### src/hdl/lmpr_pkg.sv
// Package for the learning mesh packet router: field widths, types, register codes.
// No dependencies.
package lmpr_pkg;
    localparam int ADDR_W = 16;
    localparam int HOP_W = 8;
    localparam int TIME_W = 32;
    localparam int KIND_W = 2;
    localparam int PORT_W = 2;
    localparam int MASK_W = 4;
    localparam int CFG_IDX_W = 3;
    localparam int CFG_DATA_W = 32;
    localparam int DEF_TABLE_ENTRIES = 16;
    localparam int DEF_PORT_COUNT = 4;

    localparam logic [CFG_IDX_W-1:0] REG_LOCAL_ADDR = 3'd0;
    localparam logic [CFG_IDX_W-1:0] REG_BCAST_ADDR = 3'd1;
    localparam logic [CFG_IDX_W-1:0] REG_HOP_LIMIT  = 3'd2;
    localparam logic [CFG_IDX_W-1:0] REG_ENTRY_TTL  = 3'd3;
    localparam logic [CFG_IDX_W-1:0] REG_ALIVE_MASK = 3'd4;

    localparam logic [KIND_W-1:0] KIND_LOST = 2'd1;

    // table entry: address, port, hops, time
    localparam int ENTRY_W = ADDR_W + PORT_W + HOP_W + TIME_W;

    typedef struct packed {
        logic [ADDR_W-1:0] src_address;
        logic [ADDR_W-1:0] dst_address;
        logic [HOP_W-1:0]  hop_count;
        logic [TIME_W-1:0] arrival_time;
        logic [KIND_W-1:0] payload_kind;
        logic [PORT_W-1:0] arrival_port;
    } t_in_word;

    typedef struct packed {
        logic              deliver_local;
        logic              message_kind;
        logic              forward;
        logic [MASK_W-1:0] egress_ports;
        logic [HOP_W-1:0]  forward_hops;
        logic              table_full;
    } t_out_word;

    typedef struct packed {
        logic [ADDR_W-1:0] address;
        logic [PORT_W-1:0] port;
        logic [HOP_W-1:0]  hops;
        logic [TIME_W-1:0] stamp;
    } t_entry;

    typedef struct packed {
        logic [ADDR_W-1:0] local_address;
        logic [ADDR_W-1:0] bcast_address;
        logic [HOP_W-1:0]  hop_limit;
        logic [TIME_W-1:0] entry_ttl;
        logic [MASK_W-1:0] port_alive_mask;
    } t_cfg;

    typedef enum logic [2:0] {
        ST_IDLE,
        ST_SRC_SCAN,
        ST_LEARN,
        ST_DST_SCAN,
        ST_OUT
    } t_state;
endpackage

### src/hdl/lmpr_if.sv
// Valid/ready channel interface carrying one word of type T.
// No dependencies; the word type comes from the parameter T.
interface lmpr_if #(parameter type T = logic) ();
    logic valid;
    logic ready;
    T     data;
    modport source (output valid, output data, input ready);
    modport sink (input valid, input data, output ready);
endinterface

### src/hdl/lmpr_ram.sv
// Generic single-port synchronous RAM with registered read.
// No dependencies.
module lmpr_ram #(
    parameter int WIDTH = 8,
    parameter int DEPTH = 16
) (
    input  logic                                        i_clk,
    input  logic                                        i_we,
    input  logic [((DEPTH > 1) ? $clog2(DEPTH) : 1)-1:0] i_addr,
    input  logic [WIDTH-1:0]                            i_wdata,
    output logic [WIDTH-1:0]                            o_rdata
);
    logic [WIDTH-1:0] r_mem [DEPTH];

    always_ff @(posedge i_clk) begin
        if (i_we) begin
            r_mem[i_addr] <= i_wdata;
        end
        o_rdata <= r_mem[i_addr];
    end
endmodule

### src/hdl/lmpr_cfg.sv
// Configuration register bank.
// Depends on lmpr_pkg.
module lmpr_cfg (
    input  logic                            i_clk,
    input  logic                            i_rst_n,
    input  logic                            i_cfg_we,
    input  logic [lmpr_pkg::CFG_IDX_W-1:0]  i_cfg_index,
    input  logic [lmpr_pkg::CFG_DATA_W-1:0] i_cfg_data,
    output lmpr_pkg::t_cfg                  o_cfg
);
    import lmpr_pkg::*;

    t_cfg r_cfg;

    always_ff @(posedge i_clk) begin
        if (!i_rst_n) begin
            r_cfg.local_address     <= '0;
            r_cfg.bcast_address     <= '1;
            r_cfg.hop_limit         <= HOP_W'(8);
            r_cfg.entry_ttl         <= TIME_W'(1000);
            r_cfg.port_alive_mask   <= '1;
        end else if (i_cfg_we) begin
            case (i_cfg_index)
                REG_LOCAL_ADDR: r_cfg.local_address     <= i_cfg_data[ADDR_W-1:0];
                REG_BCAST_ADDR: r_cfg.bcast_address     <= i_cfg_data[ADDR_W-1:0];
                REG_HOP_LIMIT:  r_cfg.hop_limit         <= i_cfg_data[HOP_W-1:0];
                REG_ENTRY_TTL:  r_cfg.entry_ttl         <= i_cfg_data[TIME_W-1:0];
                REG_ALIVE_MASK: r_cfg.port_alive_mask   <= i_cfg_data[MASK_W-1:0];
                default: ;
            endcase
        end
    end

    assign o_cfg = r_cfg;
endmodule

### src/hdl/lmpr_ctrl.sv
// Sequencer: scans the table memory for the source, learns, then for a forwarded
// unicast scans for the destination; builds the result word. Depends on lmpr_pkg and lmpr_ram.
module lmpr_ctrl #(
    parameter int TABLE_ENTRIES = lmpr_pkg::DEF_TABLE_ENTRIES,
    parameter int PORT_COUNT    = lmpr_pkg::DEF_PORT_COUNT
) (
    input  logic           i_clk,
    input  logic           i_rst_n,
    input  lmpr_pkg::t_cfg i_cfg,
    lmpr_if.sink           in_ch,
    lmpr_if.source         out_ch
);
    import lmpr_pkg::*;

    localparam int IDX_W = (TABLE_ENTRIES > 1) ? $clog2(TABLE_ENTRIES) : 1;
    localparam int CNT_W = $clog2(TABLE_ENTRIES + 1);
    localparam logic [CNT_W-1:0] LAST = CNT_W'(TABLE_ENTRIES - 1);
    localparam logic [MASK_W-1:0] ALL_PORTS =
        (PORT_COUNT >= MASK_W) ? '1 : MASK_W'((1 << PORT_COUNT) - 1);

    t_state r_state, n_state;
    t_in_word r_in;
    logic [CNT_W-1:0] r_idx, n_idx;
    logic [CNT_W-1:0] r_rd_idx;
    logic r_rd_live;
    logic [TABLE_ENTRIES-1:0] r_valid;
    logic r_hit, n_hit;
    logic [IDX_W-1:0] r_hit_idx, n_hit_idx;
    t_entry r_hit_ent, n_hit_ent;
    logic r_full;
    t_out_word r_out;
    logic r_out_valid;

    logic ram_we;
    logic [IDX_W-1:0] ram_addr;
    t_entry ram_wdata, ram_rdata;

    logic [IDX_W-1:0] free_idx;
    logic free_any;
    logic [HOP_W-1:0] inc;
    logic [TIME_W-1:0] age;
    logic rd_ok;
    logic to_local, to_bcast, hop_ok, fwd, deliver;
    logic [MASK_W-1:0] alive, aport_bit, learned_bit;

    lmpr_ram #(.WIDTH(ENTRY_W), .DEPTH(TABLE_ENTRIES)) u_table (
        .i_clk  (i_clk),
        .i_we   (ram_we),
        .i_addr (ram_addr),
        .i_wdata(ram_wdata),
        .o_rdata(ram_rdata)
    );

    always_comb begin
        free_idx = '0;
        free_any = 1'b0;
        for (int i = TABLE_ENTRIES - 1; i >= 0; i--) begin
            if (!r_valid[i]) begin
                free_idx = IDX_W'(i);
                free_any = 1'b1;
            end
        end
    end

    assign inc = (r_in.hop_count == '1) ? r_in.hop_count : r_in.hop_count + 1'b1;
    assign age = r_in.arrival_time - r_hit_ent.stamp;
    assign rd_ok = r_rd_live && r_valid[r_rd_idx[IDX_W-1:0]];
    assign to_local = r_in.dst_address == i_cfg.local_address;
    assign to_bcast = r_in.dst_address == i_cfg.bcast_address;
    assign hop_ok = !(inc > i_cfg.hop_limit);
    assign deliver = (to_local || to_bcast) && !r_in.payload_kind[1];
    assign fwd = (to_local || to_bcast)
        ? (deliver && to_bcast && hop_ok && r_in.src_address != i_cfg.local_address)
        : hop_ok;
    assign alive = i_cfg.port_alive_mask & ALL_PORTS;
    assign aport_bit = MASK_W'(1) << r_in.arrival_port;
    assign learned_bit = MASK_W'(1) << r_hit_ent.port;

    always_comb begin
        n_state   = r_state;
        n_idx     = r_idx;
        n_hit     = r_hit;
        n_hit_idx = r_hit_idx;
        n_hit_ent = r_hit_ent;
        ram_we    = 1'b0;
        ram_addr  = r_idx[IDX_W-1:0];
        ram_wdata = '{address: r_in.src_address, port: r_in.arrival_port,
                      hops: r_in.hop_count, stamp: r_in.arrival_time};
        case (r_state)
            ST_IDLE: begin
                n_idx = '0;
                n_hit = 1'b0;
                if (in_ch.valid) begin
                    n_state = ST_SRC_SCAN;
                end
            end
            ST_SRC_SCAN: begin
                // address issued by r_idx; data is checked in the next cycle, tagged by r_rd_idx
                if (rd_ok && ram_rdata.address == r_in.src_address && !r_hit) begin
                    n_hit     = 1'b1;
                    n_hit_idx = r_rd_idx[IDX_W-1:0];
                    n_hit_ent = ram_rdata;
                end
                if (r_idx != CNT_W'(TABLE_ENTRIES)) begin
                    n_idx = r_idx + 1'b1;
                end else begin
                    n_state = ST_LEARN;
                end
            end
            ST_LEARN: begin
                if (r_hit) begin
                    ram_addr = r_hit_idx;
                    ram_we = (r_in.hop_count < r_hit_ent.hops) || (age > i_cfg.entry_ttl);
                end else begin
                    ram_addr = free_idx;
                    ram_we = free_any;
                end
                n_idx = '0;
                n_hit = 1'b0;
                n_state = (fwd && !to_bcast) ? ST_DST_SCAN : ST_OUT;
            end
            ST_DST_SCAN: begin
                if (rd_ok && ram_rdata.address == r_in.dst_address && !r_hit) begin
                    n_hit     = 1'b1;
                    n_hit_ent = ram_rdata;
                end
                if (r_idx != CNT_W'(TABLE_ENTRIES)) begin
                    n_idx = r_idx + 1'b1;
                end else begin
                    n_state = ST_OUT;
                end
            end
            ST_OUT: begin
                if (!r_out_valid || out_ch.ready) begin
                    n_state = ST_IDLE;
                end
            end
            default: n_state = ST_IDLE;
        endcase
    end

    always_ff @(posedge i_clk) begin
        if (!i_rst_n) begin
            r_state     <= ST_IDLE;
            r_valid     <= '0;
            r_rd_live   <= 1'b0;
            r_out_valid <= 1'b0;
            r_hit       <= 1'b0;
            r_full      <= 1'b0;
        end else begin
            r_state   <= n_state;
            r_idx     <= n_idx;
            r_hit     <= n_hit;
            r_hit_idx <= n_hit_idx;
            r_hit_ent <= n_hit_ent;
            r_rd_idx  <= r_idx;
            r_rd_live <= (r_state == ST_SRC_SCAN || r_state == ST_DST_SCAN)
                         && r_idx <= LAST;
            if (r_state == ST_IDLE && in_ch.valid) begin
                r_in <= in_ch.data;
            end
            if (ram_we) begin
                r_valid[ram_addr] <= 1'b1;
            end
            if (r_state == ST_LEARN) begin
                r_full <= !r_hit && !free_any;
            end
            if (r_state == ST_OUT && (!r_out_valid || out_ch.ready)) begin
                r_out_valid         <= 1'b1;
                r_out.deliver_local <= deliver;
                r_out.message_kind  <= deliver && r_in.payload_kind == KIND_LOST;
                r_out.forward       <= fwd;
                r_out.forward_hops  <= fwd ? inc : '0;
                r_out.table_full    <= r_full;
                if (!fwd) begin
                    r_out.egress_ports <= '0;
                end else if (r_hit && !to_bcast) begin
                    r_out.egress_ports <= learned_bit & alive;
                end else begin
                    r_out.egress_ports <= alive & ~aport_bit;
                end
            end else if (out_ch.ready) begin
                r_out_valid <= 1'b0;
            end
        end
    end

    assign in_ch.ready  = (r_state == ST_IDLE);
    assign out_ch.valid = r_out_valid;
    assign out_ch.data  = r_out;
endmodule

### src/hdl/learning_mesh_packet_router.sv
// Learning mesh packet router: from acceptance to result a header passes through a source
// scan over the single-port forwarding table memory, the learn write, a destination scan
// of the same table when a unicast header is forwarded, and the result state. One header
// is in flight at a time and the next is taken once its result is registered; the result
// register lets that happen while a result waits. Table valid bits are flip-flops cleared
// by reset.
module learning_mesh_packet_router #(
    parameter int TABLE_ENTRIES = lmpr_pkg::DEF_TABLE_ENTRIES,
    parameter int PORT_COUNT    = lmpr_pkg::DEF_PORT_COUNT
) (
    input  logic                            i_clk,
    input  logic                            i_rst_n,
    input  logic                            i_cfg_we,
    input  logic [lmpr_pkg::CFG_IDX_W-1:0]  i_cfg_index,
    input  logic [lmpr_pkg::CFG_DATA_W-1:0] i_cfg_data,
    lmpr_if.sink                            in_ch,
    lmpr_if.source                          out_ch
);
    import lmpr_pkg::*;

    t_cfg cfg;

    lmpr_cfg u_cfg (
        .i_clk      (i_clk),
        .i_rst_n    (i_rst_n),
        .i_cfg_we   (i_cfg_we),
        .i_cfg_index(i_cfg_index),
        .i_cfg_data (i_cfg_data),
        .o_cfg      (cfg)
    );

    lmpr_ctrl #(.TABLE_ENTRIES(TABLE_ENTRIES), .PORT_COUNT(PORT_COUNT)) u_ctrl (
        .i_clk  (i_clk),
        .i_rst_n(i_rst_n),
        .i_cfg  (cfg),
        .in_ch  (in_ch),
        .out_ch (out_ch)
    );

`ifndef SYNTHESIS
    a_fwd_hops: assert property (@(posedge i_clk) disable iff (!i_rst_n)
        out_ch.valid && !out_ch.data.forward |->
            out_ch.data.forward_hops == '0 && out_ch.data.egress_ports == '0)
        else $error("consumed word carries hops or ports");
    a_kind: assert property (@(posedge i_clk) disable iff (!i_rst_n)
        out_ch.valid && out_ch.data.message_kind |-> out_ch.data.deliver_local)
        else $error("message kind without delivery");
    a_one_busy: assert property (@(posedge i_clk) disable iff (!i_rst_n)
        in_ch.valid && in_ch.ready |=> !in_ch.ready)
        else $error("second header taken while busy");
`endif
endmodule
### src/flat_wrapper.sv
// flat-port wrapper written by rule: the top's interface ports become plain ports
module learning_mesh_packet_router_flat import lmpr_pkg::*;
#(
    parameter int TABLE_ENTRIES = lmpr_pkg::DEF_TABLE_ENTRIES,
    parameter int PORT_COUNT    = lmpr_pkg::DEF_PORT_COUNT
)
  (i_clk, i_rst_n, i_cfg_we, i_cfg_index, i_cfg_data, in_ch_valid, in_ch_data, in_ch_ready, out_ch_valid, out_ch_data, out_ch_ready);
  lmpr_if in_ch_i ();
  lmpr_if out_ch_i ();
  input  logic i_clk;
  input  logic i_rst_n;
  input  logic i_cfg_we;
  input  logic [lmpr_pkg::CFG_IDX_W-1:0] i_cfg_index;
  input  logic [lmpr_pkg::CFG_DATA_W-1:0] i_cfg_data;
  input wire logic [$bits(in_ch_i.valid)-1:0] in_ch_valid;
  input wire logic [$bits(in_ch_i.data)-1:0] in_ch_data;
  output wire logic [$bits(in_ch_i.ready)-1:0] in_ch_ready;
  output wire logic [$bits(out_ch_i.valid)-1:0] out_ch_valid;
  output wire logic [$bits(out_ch_i.data)-1:0] out_ch_data;
  input wire logic [$bits(out_ch_i.ready)-1:0] out_ch_ready;
  assign in_ch_i.valid = in_ch_valid;
  assign in_ch_i.data = in_ch_data;
  assign in_ch_ready = in_ch_i.ready;
  assign out_ch_valid = out_ch_i.valid;
  assign out_ch_data = out_ch_i.data;
  assign out_ch_i.ready = out_ch_ready;
  learning_mesh_packet_router #(.TABLE_ENTRIES(TABLE_ENTRIES), .PORT_COUNT(PORT_COUNT)) u_core (.i_clk(i_clk), .i_rst_n(i_rst_n), .i_cfg_we(i_cfg_we), .i_cfg_index(i_cfg_index), .i_cfg_data(i_cfg_data), .in_ch(in_ch_i), .out_ch(out_ch_i));
endmodule
### config.mk
export PLATFORM = sky130hd
export DESIGN_NAME = learning_mesh_packet_router_flat
export DESIGN_NICKNAME = d
export VERILOG_FILES = /design/src/hdl/lmpr_pkg.sv /design/src/hdl/lmpr_if.sv /design/src/hdl/lmpr_ram.sv /design/src/hdl/lmpr_cfg.sv /design/src/hdl/lmpr_ctrl.sv /design/src/hdl/learning_mesh_packet_router.sv /design/src/flat_wrapper.sv
export SDC_FILE = /design/constraint.sdc
export NUM_CORES = 1
export LEC_CHECK = 0
export ABC_CLOCK_PERIOD_IN_PS = 5300
export BUFFER_PORTS_ARGS = -buffer_cell sky130_fd_sc_hd__buf_2
export CAP_MARGIN = 10
export CORE_AREA = 2 2 102 75
export CTS_CLUSTER_DIAMETER = 30
export CTS_CLUSTER_SIZE = 10
export DETAILED_ROUTE_END_ITERATION = 10
export DIE_AREA = 0 0 104 77
export GPL_TIMING_DRIVEN = 0
export HOLD_SLACK_MARGIN = 0.05
export PLACE_DENSITY = 0.69
export SETUP_SLACK_MARGIN = 0.15
export SLEW_MARGIN = 20
export SYNTH_ARGS = -nofsm -noshare
export SYNTH_HDL_FRONTEND = slang
export SYNTH_SLANG_ARGS = --single-unit
### constraint.sdc
create_clock -name i_clk -period 5.3 [get_ports i_clk]
set_clock_uncertainty 0.1 [all_clocks]
set_input_delay 0.795 -clock i_clk [delete_from_list [all_inputs] [get_ports i_clk]]
set_output_delay 0.795 -clock i_clk [all_outputs]
set_load 0.01 [all_outputs]
==> impl_results.md <==
- Status: completed
- Area leader, netlist: dfxtp_1
- Async set-reset flop share out of synthesis: 0%
- Crit-path slowest cell: nor3b_2
- Hold_buf cts: 0
- Setup-failing EPs final: 0
- Max_slew headroom: 46.6%
- Pin count of the biggest net entering global routing: 14
- Max-Cap Viols: 0
- Clock Latency Late Sink: 350 ps
- Commonest non-fill, non-tap cells in the layout: nand2_1, dfxtp_1, buf_2
- Non-filler cells, final: 512
- Initial Utilization: 48.5%
- Int Pwr: 0.000941 W
- Design area: 3910 µm²
- Hold Path Class: flop to flop
- # IOs: 44
- Clock share of power: 42.7%
- Register area share after synthesis: 48.5%
- Drt first pass iters: 5
- WL final: 7.92 mm
- Area of the mapped netlist: ~3400 µm²
- Routability Congestion: 0.867
- DIE AREA: 8010 µm²
- Yosys warns: 0
- Syn Area/Cell: slightly above 9 µm²
- Initial DRC count: 177
- Critical-path cell list: clkbuf_1 -> nor3b_2 -> mux2i_1 -> o31a_1 -> o21ai_0 -> o31ai_1
- Die width: 104 µm
- Standard cell core area: 7030 µm²
- Via-to-Cell Ratio: 5.53
- WP buf/inv: 1
- Clock buffer count from CTS: 9
- CTS tree: built
- Final setup TNS: 0 ps
- DIE HEIGHT: 77 µm
- Seq cells post-synth: 76
- First-pass GRT wire length: 13.3 mm
- Cells after DPL: between 400 and 500
- Antenna Nets Post-Route: 0
- Predominant post-synthesis flop cell: dfxtp_1
- RSZ-0062 raised after global routing: false
- Largest cells by area after synthesis: dfxtp_1, edfxtp_1, nand2_1
- Hold_sp: u_core.u_ctrl.r_full
- Top Family by Delay on Critical Path: compound AO/OA/AOI/OAI gates
- CTS max path bufs: 2
- Worst EP arrival: 2470 ps
- CP Launch Point: u_core.u_ctrl.r_state[0]
- N_diodes: 0
- Slew Viols, Final: 0
- Global Route Usage Sum: 21.1%
- Final min period: 2310 ps
- Initial antenna violation count: 0
- NetSw: 0.000281 W
- Yosys cell types: 51
- Post-Syn Instances: ~370
- H-tree depth: 3
- Wirelength per Cell: 15.5 µm
- Switching share of power: 23.0%
- Final net count: between 400 and 500
- Kind of critical path: flop to flop
- Area grow syn2layout: 14.8%
- Reg clk slew, reported paths: 80 ps
- Sequential share of power: 50.4%
- Commonest non-fill, non-tap cell in the layout: nand2_1
- Slew @ Worst Pin: 790 ps
- Share of the synthesized area in the top cell type: around 37%
- Combinational Power Share: 6.8%
- Crit. End Element: flop
- Std cell rows: 26
- PwrDens: 313 nW/µm²
- PostCTS Resize Cnt: 0
- HPWL after detailed placement: 5.84 mm
- R2r startpoint: u_core.u_ctrl.r_state[0]
- P_leak: 1.44 nW
- Type of origin of the critical path: flop
- Final hold vios: 0
- Via count: 2832
- EDFF count, synth: 13
- Area after DPL: ~3700 µm²
- CP required: 5460 ps
- Clock root buffer: clkbuf_8
- Clock tree sinks: 76
- Port Buffers: 26
- Final period util: roughly 44%
- F_max: 432 MHz
- Total congestion overflow: 0
- Max incr delay on CP: 500 ps
- Residual DRC: 0
- Overall power: 0.00122 W
- Vias in the first global route: between 2000 and 3000
- Syn_nets: just over 400
- CP Max Fanout: 10
- Post-CTS Setup Bufs: 0
- Share of layout cells above drive strength 1: 14.3%
- VDD IR-drop max: 0.125 mV
## power by group through the flow
stage,sequential (W),clock (W),combinational (W)
finish,0.000616,0.000522,0.0000836
global route,0.000618,0.000557,0.0000931
CTS,0.000616,0.000529,0.0000834
detailed placement,0.000630,0,0.0000828
global placement,0.000629,0,0.0000809
floorplan,0.000625,0,0.0000533
## cell type report
type,count,area (µm²)
Tap cell,98,123
Inverter,6,22.5
Clock buffer,13,203
Buffer,18,80.1
Fill cell,676,3120
Timing Repair Buffer,27,135
Clock inverter,3,45.0
Sequential cell,76,1650
Multi-Input combinational cell,271,1650
## logic make-up (layout without fill, tap and decap cells)
family                   count (synthesis)  in the layout  synth area share [%]
AND/OR/NAND/NOR                        185            185                  26.2
flip-flops                              76             76                  48.5
AO/OA/AOI/OAI                           63             63                  13.9
buffers and inverters                   24             67                  3.01
multiplexers                            17             17                  6.51
adder cells (fa/ha/maj)                  3              3                  1.10
XOR/XNOR                                 3              3                 0.772
## layer usage
metal | part of all wire (%) | track usage, %
met2 | 41 | 30.3
met5 | 0 | 0
met3 | 5.4 | 4.25
met1 | 52 | 31.8
met4 | 1.2 | 6.89
## cells in the mapped netlist, drive strengths merged, types with 7 or more instances
master	count
nand3	23
mux2i	12
dfxtp	63
nor2b	12
nor4	10
nor2	12
edfxtp	13
nand2	95
a21boi	19
clkbuf	14
o21ai	7
o31ai	17
## worst register-to-register path, cell delays in order (launching register included)
cell and delay [ps]:
dfxtp_1 310, clkbuf_1 210, nor3b_2 500, mux2i_1 380
o31a_1 220, o21ai_0 230, o31ai_1 270
## sequential cells by signal (all words and copies together) (netlist names)
register and flops:
u_core.u_ctrl.r_hit_idx 3, u_core.u_ctrl.r_rd_idx 4, u_core.u_ctrl.r_state 3, u_core.u_ctrl.r_rd_live 1
u_core.u_ctrl.r_full 1, u_core.u_ctrl.out_ch.valid 1, u_core.u_ctrl.r_idx 5, u_core.u_ctrl.r_valid 16
u_core.u_ctrl.r_hit 1, u_core.u_ctrl.out_ch.data 1, u_core.u_cfg.o_cfg 40
## worst paths after layout
path / end / slack (ps) / depth (start not counted)
setup reg to reg: u_core.u_ctrl.r_valid[4] / 2990 / 6
hold / removal: u_core.u_ctrl.out_ch.data / 340 / 0
hold reg to reg: u_core.u_ctrl.out_ch.data / 340 / 0
setup / recovery: u_core.u_ctrl.r_valid[4] / 2990 / 6
## stage by stage
step	hold WS [ps]	setup WS, ps	util [%]
6_report	344	2990	55.6
2_1_floorplan	308	3250	-
5_1_grt	364	2780	55.6
3_5_place_dp	325	2670	52.0
4_1_cts	345	2980	55.6
3_3_place_gp	314	2750	52.0
No activity file was read; power rests on OpenSTA's default activity.
